## src/rtl/ilir_pkg.sv

```systemverilog
// Shared types and constants for the indexed list block.
// No dependencies; imported by every module of the block.
package ilir_pkg;

   localparam int DEPTH      = 64;
   localparam int ELEM_WIDTH = 32;
   localparam int IDX_W      = $clog2(DEPTH);
   localparam int CNT_W      = $clog2(DEPTH + 1);
   localparam int POS_W      = 7;
   localparam int LIM_W      = 7;
   localparam int DATA_W     = 32;
   localparam int CMP_W      = (CNT_W > POS_W) ? CNT_W : POS_W;
   localparam logic [LIM_W-1:0] LIMIT_RESET = 7'd64;

   typedef enum logic [1:0] {
      CMD_GET    = 2'd0,
      CMD_SET    = 2'd1,
      CMD_INSERT = 2'd2,
      CMD_REMOVE = 2'd3
   } cmd_type;

   typedef enum logic [1:0] {
      ST_OK    = 2'd0,
      ST_RANGE = 2'd1,
      ST_FULL  = 2'd2
   } status_type;

   typedef enum logic [1:0] {
      CK_NONE = 2'd0,
      CK_SET  = 2'd1,
      CK_INS  = 2'd2,
      CK_REM  = 2'd3
   } cell_kind_type;

   // broadcast to every cell of the chain
   typedef struct packed {
      cell_kind_type         kind;
      logic [IDX_W-1:0]      pos;
      logic [ELEM_WIDTH-1:0] value;
   } cell_cmd_type;

   // decode result for the response path
   typedef struct packed {
      logic             ok;
      status_type       status;
      logic [CNT_W-1:0] count_next;
   } dec_type;

endpackage

```

## src/rtl/ilir_cell.sv

```systemverilog
// One storage cell of the list chain: holds one entry, shifts with neighbors.
// Depends on ilir_pkg.
module ilir_cell (
   input  logic                           clock,
   input  ilir_pkg::cell_cmd_type         cmd,
   input  logic [ilir_pkg::IDX_W-1:0]     cell_idx,
   input  logic [ilir_pkg::ELEM_WIDTH-1:0] below_val,
   input  logic [ilir_pkg::ELEM_WIDTH-1:0] above_val,
   output logic [ilir_pkg::ELEM_WIDTH-1:0] value_out,
   output logic [ilir_pkg::ELEM_WIDTH-1:0] read_out
);
   import ilir_pkg::*;

   logic [ELEM_WIDTH-1:0] entry_ff;
   logic [ELEM_WIDTH-1:0] entry_in;
   logic                  sel;
   logic                  past_pos;

   assign sel      = (cell_idx == cmd.pos);
   assign past_pos = (cell_idx > cmd.pos);

   always_comb begin
      entry_in = entry_ff;
      case (cmd.kind)
         CK_SET: begin
            if (sel) entry_in = cmd.value;
         end
         CK_INS: begin
            if (sel) entry_in = cmd.value;
            else if (past_pos) entry_in = below_val;
         end
         CK_REM: begin
            if (sel || past_pos) entry_in = above_val;
         end
         default: begin
            entry_in = entry_ff;
         end
      endcase
   end

   always_ff @(posedge clock) begin
      entry_ff <= entry_in;
   end

   assign value_out = entry_ff;
   assign read_out  = sel ? entry_ff : '0;

endmodule

```

## config.mk

```make
export PLATFORM = sky130hd
export DESIGN_NAME = ilir_cell
export DESIGN_NICKNAME = d
export VERILOG_FILES = /design/src/rtl/ilir_pkg.sv /design/src/rtl/ilir_cell.sv
export SDC_FILE = /design/constraint.sdc
export NUM_CORES = 1
export LEC_CHECK = 0
export ABC_CLOCK_PERIOD_IN_PS = 2300
export BUFFER_PORTS_ARGS = -buffer_cell sky130_fd_sc_hd__buf_2
export CAP_MARGIN = 25
export CORE_MARGIN = 3
export CORE_UTILIZATION = 37
export CTS_CLUSTER_DIAMETER = 80
export DETAILED_ROUTE_END_ITERATION = 7
export GPL_ROUTABILITY_DRIVEN = 1
export PLACE_DENSITY = 0.78
export SLEW_MARGIN = 20
export SYNTH_ARGS = -nofsm -noshare
export SYNTH_HDL_FRONTEND = slang
export SYNTH_SLANG_ARGS = --single-unit
```

## constraint.sdc

```tcl
create_clock -name clock -period 2.3 [get_ports clock]
set_input_delay 0.23 -clock clock [delete_from_list [all_inputs] [get_ports clock]]
set_output_delay 0.23 -clock clock [all_outputs]
set_load 0.01 [all_outputs]
```

# --- Yosys cells after proc, flatten, opt, wreduce, memory -nomap -nowiden ---
# Index checks and enable logic that the tools add are counted.
# Widths: inputs -> output; s select.
op_classes:
  n_mux: 6
  n_reduce_logical: 3
  n_lt_le_gt_ge: 1
  eq_ne: 7
ops:
  columns: ["operator", "count"]
  rows:
  - ["$mux 32", 5]
  - ["$pmux 32 s3", 1]
  - ["$eq 6x6->1", 1]
  - ["$gt 6x6->1", 1]
  - ["$eq 2x2->1 const B", 2]
  - ["$ne 2x2->1 const B", 2]
  - ["$reduce_and 4->1", 1]
  - ["$ne 3x3->1 const B", 1]
  - ["$reduce_bool 3->1", 1]
  - ["$eq 2x1->1 const B", 1]
  - ["$logic_or 1x1->1", 1]
totals:
  input_bits: 111
  register_bits: 32
  wordCells: 18

# --- Logic depth before layout (Yosys ltp) ---
logic_depth:
  word_depth: 4
  ltp_mapped: 8
  depth_no_buf: 6

# --- Worst setup path after synthesis ---
# Ideal clock, no wire load.
synth_path:
  path_type: "input to register"
  from: "input cmd[37] (netlist name)"
  to: "register entry_ff[0], in the netlist value_out[0] (enable)"
  required_ns: 1.906
  stages: 6
  path_buffers: 1
  t_arrival_ns: 1.835
  setup_slack_ns: 0.071
  cell_sequence: "inv_1 -> ha_1 -> nand4_1 -> nor2_1 -> buf_4 -> o32a_1"
synth_between:
  elab_chain_len: 4
  word_cells_on_any_way: 7
synth_lines:
  columns: ["item", "line_no", "source"]
  rows:
  - ["start: declaration", "ilir_cell.sv:5", "input ilir_pkg::cell_cmd_type cmd,"]
  - ["$gt 6x6->1 or $eq 6x6->1 (tied branches)", "ilir_cell.sv:20, ilir_cell.sv:19", null]
  - ["$logic_or 1x1->1", "ilir_cell.sv:33", "if (sel || past_pos) entry_in = above_val;"]
  - ["$ne 2x2->1 (no source line)", null, null]
  - ["$reduce_and 4->1 (no source line) (*)", null, null]
  - ["end signal: assignment", "ilir_cell.sv:42", "entry_ff <= entry_in;"]
  - ["end: declaration", "ilir_cell.sv:14", "logic [ELEM_WIDTH-1:0] entry_ff;"]
# Every way passes the cells marked *; elsewhere a longest branch is shown, timed or not.
# A chain may end at the register's enable or synchronous reset.

# --- Final worst setup path ---
layout_path:
  from: "input cmd[37] (netlist name)"
  to: "output read_out[4] (netlist name)"
layout_between:
  elab_chain_len: 2
layout_lines:
  columns: ["item", "line_no", "source"]
  rows:
  - ["$eq 6x6->1", "ilir_cell.sv:19", "assign sel = (cell_idx == cmd.pos);"]
  - ["$mux 32", "ilir_cell.sv:46", "assign read_out = sel ? entry_ff : '0;"]
  - ["end: declaration", "ilir_cell.sv:10", "output logic [ilir_pkg::ELEM_WIDTH-1:0] read_out"]
# No other way between the ends.

==> reports/metrics.yaml <==
outcome: "completed"
grt_use_met2_pct: 32.4
critPathKind: "input pin to primary output"
cp.arrival_ns: 1.62
cp_max_fo: 37
antenna_found_initial: 0
min_from: "above_val[26]"
hold_violations: 0
hold_path_class: "input pin to register"
die_h_um: 84.9
cp_slowest_stage_delay_ns: 0.31
drive_gt1_share_pct: 49.2
rsz0062_at_grt: "false"
fin_ws_ns: 0.447
die_x_um: 84.9
worstHoldEndpoint: "value_out[26]"
cts_tree: "done"
seq_area_frac_synth_pct: 41.8
portBuffers: 174
dp_hpwl_mm: 5.40
drt-total-wl_mm: 6.95
finalCriticalPeriod_ns: 1.85
fin_nets: 533
drtIter0Drc: 176
vias_per_cell: 5.21
coreArea_sq_um: 5960
dpl_cell_area_sq_um: 3200
grt_remaining_overflow: 0
whs_ns: 0.270
peakVddDrop_uv: 255
max_freq_ghz: 0.540
diodes: 0
ctsResizeCount: 0
synth_area_per_cell_sq_um: 9.28
grt_pass1_vias: 2397
grt_busiest_layer: "met2"
wire_per_inst_um: 14.2
syn_to_final_growth_pct: 42.4
maxSlewHeadroom_pct: 56.2
start_util_pct: 38.6
cts_made_buffers: 5
cp_num_buf_inv: 4
powerDensity_nw_per_um2: 515
globalplace.congestion: 0.834
dieArea_sq_um: 7200
drc: 0
p_leak_nw: 1.62
grt_pass1_wl_mm: 10.8
htree_levels: 2
rows: 28
ant_nets: 0
post-route-cell-area_sq_um: 3280
crit_chain: "buf_2 -> inv_1 -> ha_1 -> nand4_1 -> nor2_4 -> buf_4 -> and2_1 -> buf_2"
min_path_cells: 3
ys_seq_elements: 32
cts.clk_slew.worst_paths_ns: 0.06
critPathLaunchType: "input pin"
grt_usage_pct: 18.5
clock-root-buffer: "clkbuf_8"
clk_path_buf_depth: 2
tightest_slew_ns: 0.657
period_share_pct: 80.6
grt_max_degree: 65
vias: 2544
pre_cts_ws_ns: 0.396
worstSetupPathDepth: 8
hold_buffers: 0
drt_first_pass_iters: 4
slowest_stage: "buf_4"
finalPower_mw: 1.69
synth_warnings: 0
cts.sinks: 32
post_cts_buffers: 0
slew_viol_final: 0
crit_family: "simple AND/OR/NAND/NOR gates"
largest_reg_flops: 32
critPathRequiredTime_ns: 2.07
pin_count: 175
worstSetupEndpointType: "primary output"
crit_start: "cmd[37]"
synth_area_sq_um: 2300
cp_common_cell: "buf_2"
setup_viol: 0
fillCellCount: 548
tns_ns: 0
use_met1_pct: 22.4
drv_cap: 0
synth_nets: 368
yosys.cell_types.count: 23
syn_inst: 248
use_met3_pct: 3.98
[worst max-delay path by stage]
stage               slack, ns           end
floorplan                0.07  value_out[0]
global placement         0.42  value_out[0]
detailed placement       0.40  value_out[2]
CTS                      0.44   read_out[4]
global route             0.30   read_out[1]
finish                   0.45   read_out[4]
[cell usage after synthesis]
library cell | number | share of area, %
nand3_1 | 86 | 19
a22oi_1 | 32 | 10
and2_1 | 32 | 8.7
edfxtp_1 | 32 | 42
nand3_2 | 10 | 4.4
ha_1 | 9 | 4.9
inv_1 | 9 | 1.5
buf_2 | 6 | 1.3
buf_1 | 5 | 0.82
buf_4 | 4 | 1.3
buf_6 | 4 | 2.0
clkbuf_1 | 4 | 0.65
a21oi_1 | 2 | 0.44
clkbuf_2 | 2 | 0.44
nand2_1 | 2 | 0.33
nor2_1 | 2 | 0.33
a211oi_1 | 1 | 0.33
nand4_1 | 1 | 0.27
nor2b_1 | 1 | 0.27
nor3_1 | 1 | 0.22
o21bai_1 | 1 | 0.33
o32a_1 | 1 | 0.44
or2_1 | 1 | 0.27
[cell families (layout without fill, tap and decap cells)]
kind of cell	count (synthesis)	after routing	synth area share, %
adders and majority gates	9	9	4.89
AOI/OAI and AO/OA	37	37	12.0
DFF	32	32	41.8
buffers and inverters	34	199	7.94
and+or+nand+nor	136	136	33.4
[tightest hold or removal path, stage by stage]
cell     delay (ns)
buf_2          0.07
a22oi_1        0.07
nand3_1        0.06
[cell type report]
cell class              instances  area, sq um  share of cell area [%]
repair buffers                183          938                    28.6
clock buffers                   6         72.6                    2.22
inverters                       9         33.8                    1.03
well taps                      75         93.8                    2.86
clock inverters                 1         5.00                   0.153
multi-input cells             182         1170                    35.8
flip-flops and latches         32          961                    29.3
[metrics by stage]
step / instances / utilization, %
finish: 488 / 55.0
global route: 488 / 55.0
CTS: 488 / 55.0
detailed placement: 481 / 53.7
global placement: 481 / 53.7
floorplan: 248 / -
[metal layers]
| metal | share of wire (%) | wire, um |
|---|---|---|
| met1 | 40 | 2760 |
| met2 | 51 | 3540 |
| met3 | 8.1 | 566 |
| met4 | 1.3 | 87 |
| met5 | 0 | 0 |
[power breakdown]
part           switching, mW  internal, mW
combinational          0.264         0.212
clock                  0.175         0.205
sequential            0.0542         0.777
total                  0.493          1.19
[cell usage in the layout, fill, tap and decap left out, types with 2 or more instances in the layout]
cell type	instances
clkbuf_8	5
inv_1	9
buf_2	174
a21oi_1	2
edfxtp_1	32
nand3_1	86
nand2_1	2
buf_4	9
a22oi_1	32
and2_1	32
nand3_2	10
ha_1	8
(Power assumes the default switching activity.)
