`src/rtl/ilir_pkg.sv`:
```
// Shared types and constants for the indexed list block.
// No dependencies; imported by every module of the block.
package ilir_pkg;

   localparam int DEPTH      = 64;
   localparam int ELEM_WIDTH = 32;
   localparam int IDX_W      = $clog2(DEPTH);
   localparam int CNT_W      = $clog2(DEPTH + 1);
   localparam int POS_W      = 7;
   localparam int LIM_W      = 7;
   localparam int DATA_W     = 32;
   localparam int CMP_W      = (CNT_W > POS_W) ? CNT_W : POS_W;
   localparam logic [LIM_W-1:0] LIMIT_RESET = 7'd64;

   typedef enum logic [1:0] {
      CMD_GET    = 2'd0,
      CMD_SET    = 2'd1,
      CMD_INSERT = 2'd2,
      CMD_REMOVE = 2'd3
   } cmd_type;

   typedef enum logic [1:0] {
      ST_OK    = 2'd0,
      ST_RANGE = 2'd1,
      ST_FULL  = 2'd2
   } status_type;

   typedef enum logic [1:0] {
      CK_NONE = 2'd0,
      CK_SET  = 2'd1,
      CK_INS  = 2'd2,
      CK_REM  = 2'd3
   } cell_kind_type;

   // broadcast to every cell of the chain
   typedef struct packed {
      cell_kind_type         kind;
      logic [IDX_W-1:0]      pos;
      logic [ELEM_WIDTH-1:0] value;
   } cell_cmd_type;

   // decode result for the response path
   typedef struct packed {
      logic             ok;
      status_type       status;
      logic [CNT_W-1:0] count_next;
   } dec_type;

endpackage

```
`src/rtl/ilir_ctrl.sv`:
```
// Request decode, fill count and capacity limit register for the list.
// Depends on ilir_pkg.
module ilir_ctrl (
   input  logic                            clock,
   input  logic                            reset,
   input  logic                            accept,
   input  logic [1:0]                      command,
   input  logic [ilir_pkg::POS_W-1:0]      position,
   input  logic [ilir_pkg::ELEM_WIDTH-1:0] value,
   input  logic                            csr_wr_en,
   input  logic [ilir_pkg::LIM_W-1:0]      csr_wr_data,
   output ilir_pkg::cell_cmd_type          cell_cmd,
   output ilir_pkg::dec_type               dec
);
   import ilir_pkg::*;

   logic [CNT_W-1:0] count_ff, count_in;
   logic [LIM_W-1:0] limit_ff, limit_in;
   logic [CMP_W-1:0] cnt_ext, pos_ext, lim_ext, eff_lim;
   cmd_type          cmd;

   assign cmd     = cmd_type'(command);
   assign cnt_ext = CMP_W'(count_ff);
   assign pos_ext = CMP_W'(position);
   assign lim_ext = CMP_W'(limit_ff);
   assign eff_lim = (lim_ext > CMP_W'(DEPTH)) ? CMP_W'(DEPTH) : lim_ext;

   always_comb begin
      dec.ok         = 1'b0;
      dec.status     = ST_OK;
      dec.count_next = count_ff;
      if (cmd == CMD_INSERT) begin
         if (cnt_ext >= eff_lim) begin
            dec.status = ST_FULL;
         end else if (pos_ext > cnt_ext) begin
            dec.status = ST_RANGE;
         end else begin
            dec.ok         = 1'b1;
            dec.count_next = count_ff + CNT_W'(1);
         end
      end else if (pos_ext >= cnt_ext) begin
         dec.status = ST_RANGE;
      end else begin
         dec.ok = 1'b1;
         if (cmd == CMD_REMOVE) dec.count_next = count_ff - CNT_W'(1);
      end
   end

   always_comb begin
      cell_cmd.pos   = position[IDX_W-1:0];
      cell_cmd.value = value;
      cell_cmd.kind  = CK_NONE;
      if (accept && dec.ok) begin
         case (cmd)
            CMD_SET:    cell_cmd.kind = CK_SET;
            CMD_INSERT: cell_cmd.kind = CK_INS;
            CMD_REMOVE: cell_cmd.kind = CK_REM;
            default:    cell_cmd.kind = CK_NONE;
         endcase
      end
   end

   assign count_in = accept ? dec.count_next : count_ff;
   assign limit_in = csr_wr_en ? csr_wr_data : limit_ff;

   always_ff @(posedge clock) begin
      if (reset) begin
         count_ff <= '0;
         limit_ff <= LIMIT_RESET;
      end else begin
         count_ff <= count_in;
         limit_ff <= limit_in;
      end
   end

   a_count_bound: assert property (@(posedge clock) disable iff (reset)
      count_ff <= CNT_W'(DEPTH))
      else $error("fill count above depth");

   a_count_step: assert property (@(posedge clock) disable iff (reset)
      (accept && dec.ok && cmd == CMD_INSERT) |=> count_ff == $past(count_ff) + CNT_W'(1))
      else $error("insert did not grow count");

   a_err_holds: assert property (@(posedge clock) disable iff (reset)
      (accept && !dec.ok) |=> $stable(count_ff))
      else $error("failed request changed count");

endmodule

```
`config.mk`:
```
export PLATFORM = sky130hd
export DESIGN_NAME = ilir_ctrl
export DESIGN_NICKNAME = d
export VERILOG_FILES = /design/src/rtl/ilir_pkg.sv /design/src/rtl/ilir_ctrl.sv
export SDC_FILE = /design/constraint.sdc
export NUM_CORES = 1
export LEC_CHECK = 0
export BUFFER_PORTS_ARGS = -buffer_cell sky130_fd_sc_hd__buf_2
export CAP_MARGIN = 20
export CELL_PAD_IN_SITES_DETAIL_PLACEMENT = 0
export CELL_PAD_IN_SITES_GLOBAL_PLACEMENT = 1
export CORE_ASPECT_RATIO = 1.75
export CORE_MARGIN = 2
export CORE_UTILIZATION = 25
export DETAILED_ROUTE_END_ITERATION = 12
export PLACE_DENSITY_LB_ADDON = 0.25
export SYNTH_ARGS = -nofsm -noshare
export SYNTH_HDL_FRONTEND = slang
export SYNTH_SLANG_ARGS = --single-unit
```
`constraint.sdc`:
```
create_clock -name clock -period 2.45 [get_ports clock]
set_clock_uncertainty 0.15 [all_clocks]
set_input_delay 0.3675 -clock clock [delete_from_list [all_inputs] [get_ports clock]]
set_output_delay 0.3675 -clock clock [all_outputs]
set_load 0.02 [all_outputs]
```
Yosys cells after proc, flatten, opt, wreduce, memory -nomap -nowiden
Cells that the tools add are included.
- bits in registers: 14
- logic and storage cells: 26
- input port bits: 52
- eq/ne operators: 3
- $add $sub $neg: 2
- multiplexer cells: 14
- reductions and logical operators: 1
- $lt $le $gt $ge: 4
- operator list (cell ; count):
    2-to-1 mux 7 bit ; 5
    greater-or-equal comparator 7 bit ; 2
    2-to-1 mux 10 bit ; 1
    adder 7 x 1 -> 7 bit, second input constant ; 1
    greater-than comparator 7 bit ; 1
    greater-than comparator 7 bit, second input constant ; 1
    subtractor 7 x 1 -> 7 bit, second input constant ; 1
    case mux 2 bit (3 select lines) ; 1
    2-to-1 mux 1 bit ; 5
    equality test 2 bit, second input constant ; 2
    2-to-1 mux 2 bit ; 2
    equality test 2 x 1 -> 1 bit, second input constant ; 1
    logical AND 1 bit ; 1

Depth between registers and ports, before layout
Gate-level depths: netlist of run 1.
- depth after elaboration: 7
- mapped depth: 9

Worst setup path before layout of run 1
OpenSTA, ideal clock, no wires.
- path type: register to output
- start: register count_ff[4] (netlist: cnt_ext[4])
- end: output port dec[5] in the netlist's numbering
- buffers on the path: 0
- arrival time: 2.120 ns
- stages on the path, launching flop included: 9
- setup slack: -0.188 ns
- required time: 1.933 ns
- path through: dfxtp_1 -> inv_1 -> ha_1 -> a21oi_1 -> o2111a_1 -> a21bo_2 -> nor4_2 -> a31oi_1 -> xnor2_1
- RTL lines (element ; line ; text):
    start: declaration ; ilir_ctrl.sv:17 ; logic [CNT_W-1:0] count_ff, count_in;
    start signal: assignment ; ilir_ctrl.sv:71 ; count_ff <= count_in;
    end: declaration ; ilir_ctrl.sv:13 ; output ilir_pkg::dec_type dec

==> qor.yml, run 1 <==
seq_power_share_pct: 30.3
switching_share_pct: 35.17
numCtsBuffers: 3
synth_nets: 265
drt-initial-drc-count: 41
crit_fanout: 5
core_area_sq_um: 6228
dpl-instance-area_sq_um: 1812
fp-row-count: 38
hold_slack_ns: 0.1948
fp.dieW_um: 64.67
syn_area_sq_um: 1610
violations: "negative setup slack"
pwr_density_cell_nw_per_um2: 353.6
synthArstFlopShare_pct: 0
die_h_um: 110.2
worst_slack_ns: -0.2049
clkPwrFrac_pct: 24.1
power.switching_mw: 0.2877
antenna_left: 0
grt_pass1_wl_um: 6831
antenna_found_initial: 0
grt_max_degree: 20
cts_root_buf: "clkbuf_8"
ys_seq_area_share_pct: 17.40
start_util_pct: 25.85
synth.largest_area_cell: "buf_4"
p_comb_share_pct: 45.6
grt.overflow.total: 0
hold_violations: 0
finalCritPeriodShare_pct: 108.4
ctsLongestPathBuffers: 2
cts.clk_slew.worst_paths_ns: 0.07
fin_crit_ns: 2.655
critPathCaptureType: "primary output"
ys_seq_elements: 14
layout.nets: 297
synth_cells: 197
portBuffers: 37
synth_edf_count: 0
dr_total_vias: 1430
place_hpwl_um: 3396
criticalPathCategory: "flop to primary output"
yosysTopAreaCellShare_pct: 17.72
slew_headroom_pct: 74.64
wirelength_um: 4376
drive_gt1_share_pct: 61.67
peakVddDrop_uv: 160.0
antenna_cells_inserted: 0
fmax_ghz: 0.3767
first_global_vias: 1420
synthToLayoutAreaGrowth_pct: 43.67
pre_cts_ws_ns: -0.2510
ys_warn_count: 0
startpoint_type: "flop"
required_ns: 1.93
drv_cap: 0
p_leak_nw: 1.017
grt_usage_pct: 12.78
r2r_slack_ns: 0.03
firstDrtPassIters: 4
place_congestion: 0.7852
ys_top_cells_by_count: "buf_4, nor2_1, ha_1"
cts_sinks: 14
drc: 0
cp.arrival_ns: 2.14
ioPinCount: 102
tns_ns: -1.324
final-setup-viol-count: 10
vias_per_cell: 4.658
clk_latency_ns: 0.25
power_mw: 0.8181
tightest_slew_ns: 0.3804
cts_max_level: 1
final_area_sq_um: 2313
postSynthAreaPerCell_sq_um: 8.174
synth_area_leaders: "buf_4, dfxtp_1, ha_1, nor2_1, mux2i_1"
dieArea_sq_um: 7125
min_path_type: "primary input to flop"
synth_flop_cell: "dfxtp_1"
synth_most_common_cell: "buf_4"
synth_cell_types: 50
hold_buffers: 0
p_int_mw: 0.5304
avgRoutedWirePerCell_um: 14.25
cts_tree: "yes"
status: "finished, violations left"
slew_viol_final: 0
rsz0062_at_grt: "yes"
-- area by class of cell --
class / instances / area (sq um)
multi-input combinational: 129 / 1351
timing repair buffer: 69 / 483.0
sequential: 14 / 290.3
inverter: 12 / 47.55
fill: 646 / 3915
tap: 80 / 100.1
clock buffer: 3 / 41.29
-- power by group through the flow --
stage               clock network [mW]  registers, mW  logic (mW)
floorplan                            0          0.254       0.247
global placement                     0          0.250       0.270
global route                     0.216          0.249       0.404
CTS                              0.211          0.247       0.353
detailed placement                   0          0.250       0.270
finish                           0.197          0.248       0.373
-- routing by layer --
layer | vias to the layer above | part of all wire, % | track usage, %
met4 | 0 | 2.1 | 5.471
met5 | - | 0 | 0
met3 | 12 | 4.3 | 1.320
met1 | 671 | 34 | 11.80
li1 | 714 | - | -
met2 | 33 | 59 | 27.16
-- worst max-delay path: stages, from the launching register on --
cell      delay, ns
dfxtp_2        0.33
inv_2          0.05
ha_4           0.23
a21oi_4        0.17
o2111a_1       0.23
a21bo_4        0.28
nor3_4         0.22
a41oi_2        0.07
xnor2_2        0.15
buf_4          0.15
-- stage by stage --
step	utilization [%]	cells
5_1_grt	37.14	307
2_1_floorplan	-	197
4_1_cts	35.84	304
3_3_place_gp	29.09	296
3_5_place_dp	29.09	296
6_report	37.14	307
-- registers in the layout, summed over array words and instances (netlist names) --
signal	flops
cnt_ext	7
lim_ext	7
-- placed cells by master (no fill, tap or decap), drive strengths merged, types with 3 or more instances in the layout --
master	Yosys	layout
nor2	23	23
o21ai	4	4
clkbuf	4	3
and4	3	3
nor3	3	3
nand3	6	6
nand4	3	3
nor2b	3	3
mux2i	6	6
a21oi	11	11
ha	16	16
inv	12	12
nand2	11	11
buf	38	69
and3	4	4
dfxtp	14	14
xnor2	6	6
mux2	5	5
-- what timing repair did --
action / in CTS / in global routing
setup buffers: 5 / 3
cloned: 0 / 0
pin swaps: 22 / 11
endpoints found under the setup margin: 12 / 12
gates resized for setup: 64 / 15
-- final timing paths --
kind,from,end,depth (start not counted)
max reg2reg,lim_ext[6]$_SDFFE_PP1P_,cnt_ext[2]$_SDFFE_PP0P_,12
min,csr_wr_data[6],lim_ext[6]$_SDFFE_PP1P_,3
max,cnt_ext[4]$_SDFFE_PP0P_,dec[6],9
min reg2reg,lim_ext[3]$_SDFFE_PP0P_,lim_ext[3]$_SDFFE_PP0P_,2
-- cell families (layout without fill, tap and decap cells) --
logic type      Yosys count  count (layout)  share of synthesized area (%)
simple gates             64              64                          21.76
buf+inv                  54              84                          21.45
compound gates           32              32                          16.24
fa+ha+maj                16              16                          12.43
flops                    14              14                          17.40
mux                      11              11                          7.459
xor+xnor                  6               6                          3.263
Power figures use the tool's default switching activity.
==> run 2, diff against run 1 <==
REMOVE_ABC_BUFFERS = 1   (was unset)
==> run 2 against run 1 <==
Net effect: the run still ends with negative setup slack left; utilization grew 0.80 points; worst setup slack lost 0.090 ns; register-to-register slack lost 0.07 ns; hold slack lost 0.021 ns; via count grew 3.3%; clock-buffer cell count grew 1; combinational power is essentially flat; final area grew 2.2%; sequential power is essentially flat; first-iteration DRC count grew 46%; sequential cell count is the same; critical endpoint is now dec[5]; largest power group unchanged; highest routed layer unchanged.
==> qor.yml, run 2 (synthesis gave the netlist of run 1 again) <==
status: "finished, violations left"
violations: "negative setup slack"
criticalPathCategory: "flop to primary output"
cts.clk_slew.worst_paths_ns: 0.07  # about the same
antenna_found_initial: 0  # unchanged
final_area_sq_um: 2364  # +2.2%
ctsLongestPathBuffers: 2  # unchanged
slew_headroom_pct: 74.76  # +0.12 points
cpPeakStageDelay_ns: 0.33  # about the same
critPathCaptureType: "primary output"
dieArea_sq_um: 7125  # unchanged
place_hpwl_um: 4189  # +23%
power.switching_mw: 0.2971  # +3.3%
cp.arrival_ns: 2.23  # +0.09 ns
min_from: "csr_wr_data[6]"
cp_slowest_cell: "dfxtp_2"
drv_cap: 0  # unchanged
final-setup-viol-count: 12  # +2
die_h_um: 110.2  # unchanged
antenna_left: 0  # unchanged
final_cell_mix: "buf_4, buf_2, nor2_1, buf_6, ha_4"
core_area_sq_um: 6228  # unchanged
rsz0062_at_grt: "yes"
numCtsBuffers: 3  # unchanged
hold_buffers: 0  # unchanged
synthToLayoutAreaGrowth_pct: 46.78
cts_tree: "yes"
rr_startpoint: "lim_ext[6]$_SDFFE_PP1P_"
crit_chain: "inv_2 > buf_8 > nand2_4 > ha_4 > and4_4 > a21oi_4 > and3_4 > a31oi_1 > xnor2_1 > buf_4"
final_common_cell: "buf_4"
ioPinCount: 102  # unchanged
cp-startpoint: "lim_ext[6]$_SDFFE_PP1P_"
cts_max_level: 1  # unchanged
wirelength_um: 5412  # +24%
p_int_mw: 0.5666  # +6.8%
cts_root_buf: "clkbuf_8"
dr_total_vias: 1477  # +3.3%
path_buf_inv: 3  # +1
dpl-instance-area_sq_um: 1813  # about the same
grt.overflow.total: 0  # unchanged
grt_usage_pct: 15.31  # +2.5 points
first_global_vias: 1495  # +5.3%
hold_slack_ns: 0.1741  # -0.02071 ns
seq_power_share_pct: 28.8  # -1.5 points
p_leak_nw: 1.053  # +3.6%
fmax_ghz: 0.3643  # -3.3%
clk_latency_ns: 0.25  # about the same
layout.nets: 300  # +1.0%
place_congestion: 0.7787  # -0.83%
required_ns: 1.93  # about the same
start_util_pct: 25.85  # unchanged
power_mw: 0.8637  # +5.6%
fp.dieW_um: 64.67  # unchanged
p_comb_share_pct: 43.4  # -2.2 points
drt-initial-drc-count: 60  # +46%
worst_slack_ns: -0.2948  # -0.08990 ns
clkPwrFrac_pct: 27.8  # +3.7 points
final_cells: 311  # +1.3%
tightest_slew_ns: 0.3757  # -0.004655 ns
firstDrtPassIters: 3  # -1
pwr_density_cell_nw_per_um2: 365.4  # +3.3%
grt_pass1_wl_um: 8100  # +19%
cts_sinks: 14  # unchanged
antenna_cells_inserted: 0  # unchanged
finalCritPeriodShare_pct: 112.0  # +3.7 points
crit_family: "simple AND/OR/NAND/NOR gates"
drive_gt1_share_pct: 62.77  # +1.1 points
peakVddDrop_uv: 352.9  # +120%
startpoint_type: "flop"
fin_crit_ns: 2.745  # +0.08990 ns
vias_per_cell: 4.749  # +2.0%
nFillCells: 658  # +1.9%
drc: 0  # unchanged
hold_violations: 0  # unchanged
grt_max_degree: 20  # unchanged
crit_fanout: 6  # +1
portBuffers: 37  # unchanged
switching_share_pct: 34.40  # -0.77 points
avgRoutedWirePerCell_um: 17.40  # +22%
slew_viol_final: 0  # unchanged
r2r_slack_ns: -0.04  # -0.07 ns
dp_cells: 301  # +1.7%
min_path_type: "primary input to flop"
fp-row-count: 38  # unchanged
run 2: timing repair:
action | 4_1_cts | 5_1_grt
pin swaps | 26 | 14
endpoints found under the setup margin | 16 | 13
gates resized for setup | 64 | 31
buffers inserted | 2 | 6
run 2: worst reg2reg max path, delay by kind of cell, from the launching register on:
family                     cells  cell delay (ns)
AOI/OAI and AO/OA              2             0.47
adders and majority gates      1             0.24
buffers and inverters          6             0.65
DFF                            1             0.33
muxes                          1             0.28
and+or+nand+nor                2             0.25
run 2: layer usage:
layer | part of all wire, % | up-vias | global-route usage, %
met5 | 0 | - | 3.906
met2 | 47 | 75 | 25.52
li1 | - | 713 | -
met4 | 0.94 | 0 | 3.647
met3 | 13 | 6 | 10.05
met1 | 39 | 683 | 15.69
run 2: cell type report:
cell class	instances	area [sq um]	area share [%]
multi-input cells	129	1340	56.70
repair buffers	72	531.8	22.50
flip-flops and latches	14	291.5	12.33
well taps	80	100.1	4.235
clock buffers	4	55.05	2.329
inverters	12	45.04	1.906
run 2: power by group through the flow:
stage	logic [mW]	registers, mW	clock network (mW)
floorplan	0.143	0.253	0
global placement	0.269	0.250	0
detailed placement	0.269	0.251	0
CTS	0.342	0.247	0.247
global route	0.407	0.250	0.254
finish	0.375	0.248	0.240
run 2: stage by stage:
| step | TNS (ns) | setup WS [ns] | util, % |
|---|---|---|---|
| floorplan | -0.5308 | -0.1879 | - |
| global placement | -2.381 | -0.2837 | 29.11 |
| detailed placement | -2.430 | -0.3061 | 29.11 |
| CTS | -1.801 | -0.2266 | 35.48 |
| global route | -3.519 | -0.4039 | 37.95 |
| finish | -2.314 | -0.2948 | 37.95 |
run 2: worst paths after layout:
path	end	cells past startpoint
worst max-delay path	dec[5]	10
worst min-delay path	lim_ext[6]$_SDFFE_PP1P_	3
worst max register to register	cnt_ext[0]$_SDFFE_PP0P_	12
worst min register to register	lim_ext[0]$_SDFFE_PP0P_	2
==> run 3, diff against run 2 <==
ABC_AREA = 1   (was unset)
TNS_END_PERCENT = 10   (was unset)
==> run 3 against run 2 <==
Net effect: the flow still finishes with violations (negative setup slack); sequential power grew 3%; area after synthesis grew 0.54%; power grew 5.1%; wire length shrank 2.8%; first-iteration DRC count shrank 33%; cell count grew 14%; largest power group unchanged.
==> qor.yml, run 3 <==
ioPinCount: 102  # unchanged
crit_fanout: 5  # -1
critPathCaptureType: "primary output"
routed-wl-met3_um: 553  # -22%
dpl-instance-area_sq_um: 1752  # -3.4%
ys_seq_area_share_pct: 17.31  # -0.094 points
place_congestion: 0.7742  # -0.58%
holdPathStages: 3  # unchanged
synth.largest_area_cell: "buf_4"
grt_max_degree: 11  # -45%
fmax_ghz: 0.3767  # +3.4%
final-setup-viol-count: 11  # -1
nFillCells: 730  # +11%
final_area_sq_um: 1922  # -19%
peakVddDrop_uv: 224.0  # -37%
final_common_cell: "nand2_1"
postSynthAreaPerCell_sq_um: 6.349  # -22%
place_hpwl_um: 4310  # +2.9%
synthArstFlopShare_pct: 0  # unchanged
violations: "negative setup slack"
antenna_cells_inserted: 0  # unchanged
min_from: "csr_wr_data[6]"
status: "finished, violations left"
yosysTopAreaCellShare_pct: 17.62  # -0.096 points
avgRoutedWirePerCell_um: 14.78  # -15%
die_h_um: 110.5  # +0.26%
wirelength_um: 5262  # -2.8%
clk_latency_ns: 0.25  # about the same
drt-initial-drc-count: 40  # -33%
hold_violations: 0  # unchanged
r2r_slack_ns: 0.22  # +0.26 ns
hold_buffers: 0  # unchanged
rr_startpoint: "cnt_ext[6]$_SDFFE_PP0P_"
numCtsBuffers: 3  # unchanged
dr_total_vias: 1607  # +8.8%
first_global_vias: 1563  # +4.5%
vias_per_cell: 4.514  # -5.0%
synth_cells: 255  # +29%
synth_flop_cell: "dfxtp_1"
syn_area_sq_um: 1619  # +0.54%
required_ns: 1.93  # about the same
slew_viol_final: 0  # unchanged
dieArea_sq_um: 7162  # +0.52%
fp.dieW_um: 64.84  # +0.26%
grt_pass1_wl_um: 7824  # -3.4%
min_path_type: "primary input to flop"
drv_cap: 0  # unchanged
cts_max_level: 1  # unchanged
synth_edf_count: 0  # unchanged
r2r_end: "cnt_ext[1]$_SDFFE_PP0P_"
ys_seq_elements: 14  # unchanged
ys_top_cells_by_count: "nand2_1, buf_4, inv_1"
drc: 0  # unchanged
ys_warn_count: 0  # unchanged
top_layer: "met5"
synth_most_common_cell: "nand2_1"
startpoint_type: "flop"
reg2regPathDepth: 16  # +4
finalCritPeriodShare_pct: 108.3  # -3.7 points
ctsLongestPathBuffers: 2  # unchanged
final_cell_mix: "nand2_1, inv_1, buf_2, buf_4, nor2_1"
portBuffers: 37  # unchanged
core_area_sq_um: 6228  # unchanged
worst_slack_ns: -0.2045  # +0.09036 ns
cts_sinks: 14  # unchanged
layout.nets: 345  # +15%
firstDrtPassIters: 4  # +1
cts_root_buf: "clkbuf_8"
synthToLayoutAreaGrowth_pct: 18.70
slew_headroom_pct: 71.80  # -3.0 points
p_leak_nw: 1.066  # +1.2%
fp-row-count: 38  # unchanged
grt_usage_pct: 14.47  # -0.84 points
tightest_slew_ns: 0.4225  # +0.04680 ns
rsz0062_at_grt: "yes"
start_util_pct: 25.99  # +0.14 points
antenna_found_initial: 0  # unchanged
final_cells: 356  # +14%
synth_cell_types: 21  # -58%
worst_hold_path.endpoint: "lim_ext[6]$_SDFFE_PP1P_"
cts_tree: "yes"
dr_wl_met2_um: 2599  # +2.2%
dp_cells: 349  # +16%
cp.arrival_ns: 2.14  # -0.09 ns
drive_gt1_share_pct: 32.25  # -31 points
grt.overflow.total: 0  # unchanged
synth_area_leaders: "buf_4, dfxtp_1, nand2_1, ha_1, inv_1"
criticalPathCategory: "flop to primary output"
antenna_left: 0  # unchanged
fin_crit_ns: 2.654  # -0.09036 ns
wl_met1_um: 2017  # -4.5%
cts.clk_slew.worst_paths_ns: 0.07  # about the same
pwr_density_cell_nw_per_um2: 472.2  # +29%
[run 3: cell types whose count changed after synthesis, moves of 4 or more]
cell | previous run | this run
mux2_1 | 4 | 0
mux2i_1 | 6 | 0
o21ai_0 | 2 | 10
xnor2_1 | 6 | 0
nand2_1 | 11 | 61
nand3_1 | 6 | 20
nand4_1 | 2 | 9
inv_1 | 10 | 36
a21oi_1 | 8 | 13
[run 3: logic make-up after synthesis]
family | count (synthesis) | share of synthesized area, %
and+or+nand+nor | 122 | 34.62
DFF | 14 | 17.31
AOI/OAI and AO/OA | 27 | 9.274
adders and majority gates | 16 | 12.36
buffers and inverters | 76 | 26.43
[run 3: worst max-delay path, stage by stage (launching register included)]
cell	delay, ns
dfxtp_2	0.32
nor2_2	0.10
nand3_1	0.08
nand2_1	0.08
nand2_2	0.07
ha_4	0.22
a21oi_1	0.12
nand2_1	0.08
a21oi_2	0.18
buf_4	0.17
nand4_1	0.12
nand2_1	0.10
nand2_1	0.06
nand2_1	0.07
buf_4	0.14
[run 3: worst max path at each step]
| stage | endpoint | cells past startpoint | start | slack, ns |
|---|---|---|---|---|
| after global placement | dec[4] | 12 | position[6] | -0.02 |
| after CTS | dec[0] | 15 | lim_ext[0]$_SDFFE_PP0P_ | -0.26 |
| after detailed placement | dec[6] | 12 | position[6] | -0.03 |
| after global routing | dec[3] | 14 | lim_ext[3]$_SDFFE_PP0P_ | -0.35 |
| final | dec[2] | 14 | lim_ext[1]$_SDFFE_PP0P_ | -0.20 |
| after floorplan | cell_cmd[38] | 12 | lim_ext[4]$_SDFFE_PP0P_ | -0.26 |
[run 3: power by group]
part           leakage, nW  total (mW)  internal (mW)  switching (mW)
clock network       0.0288       0.244          0.143           0.101
registers            0.117       0.255          0.245         0.00936
logic                0.920       0.409          0.167           0.242
total                 1.07       0.908          0.555           0.352
[run 3: area by class of cell]
cell class                 instances  area, sq um  area share, %
clock buffer                       4        55.05          2.865
inverter                          36        135.1          7.031
multi-input combinational        166        974.7          50.72
sequential                        14        285.3          14.84
tap                               80        100.1          5.208
timing repair buffer              56        371.6          19.34
[run 3: through the flow]
stage | TNS [ns] | worst slack, ns | total power, mW | utilization, % | hold slack [ns]
2_1_floorplan | -0.5193 | -0.2596 | 0.4785 | - | 0.2988
3_3_place_gp | -0.05039 | -0.02420 | 0.6239 | 28.12 | 0.3231
3_5_place_dp | -0.07230 | -0.02984 | 0.6262 | 28.12 | 0.3317
4_1_cts | -2.386 | -0.2566 | 0.8904 | 29.65 | 0.1746
5_1_grt | -3.626 | -0.3549 | 0.9778 | 30.86 | 0.2006
6_report | -1.656 | -0.2045 | 0.9075 | 30.86 | 0.1835
[run 3: timing repair]
item	CTS	global route
setup buffers	0	1
pin swaps	0	13
setup endpoints to repair	12	12
gates resized for setup	14	18
cloned	0	2
[run 3: metal layers]
layer / global-route usage (%) / vias up
met5: 5.469 / -
met1: 15.24 / 716
met4: 4.255 / 2
li1: - / 819
met2: 23.92 / 63
met3: 7.739 / 7
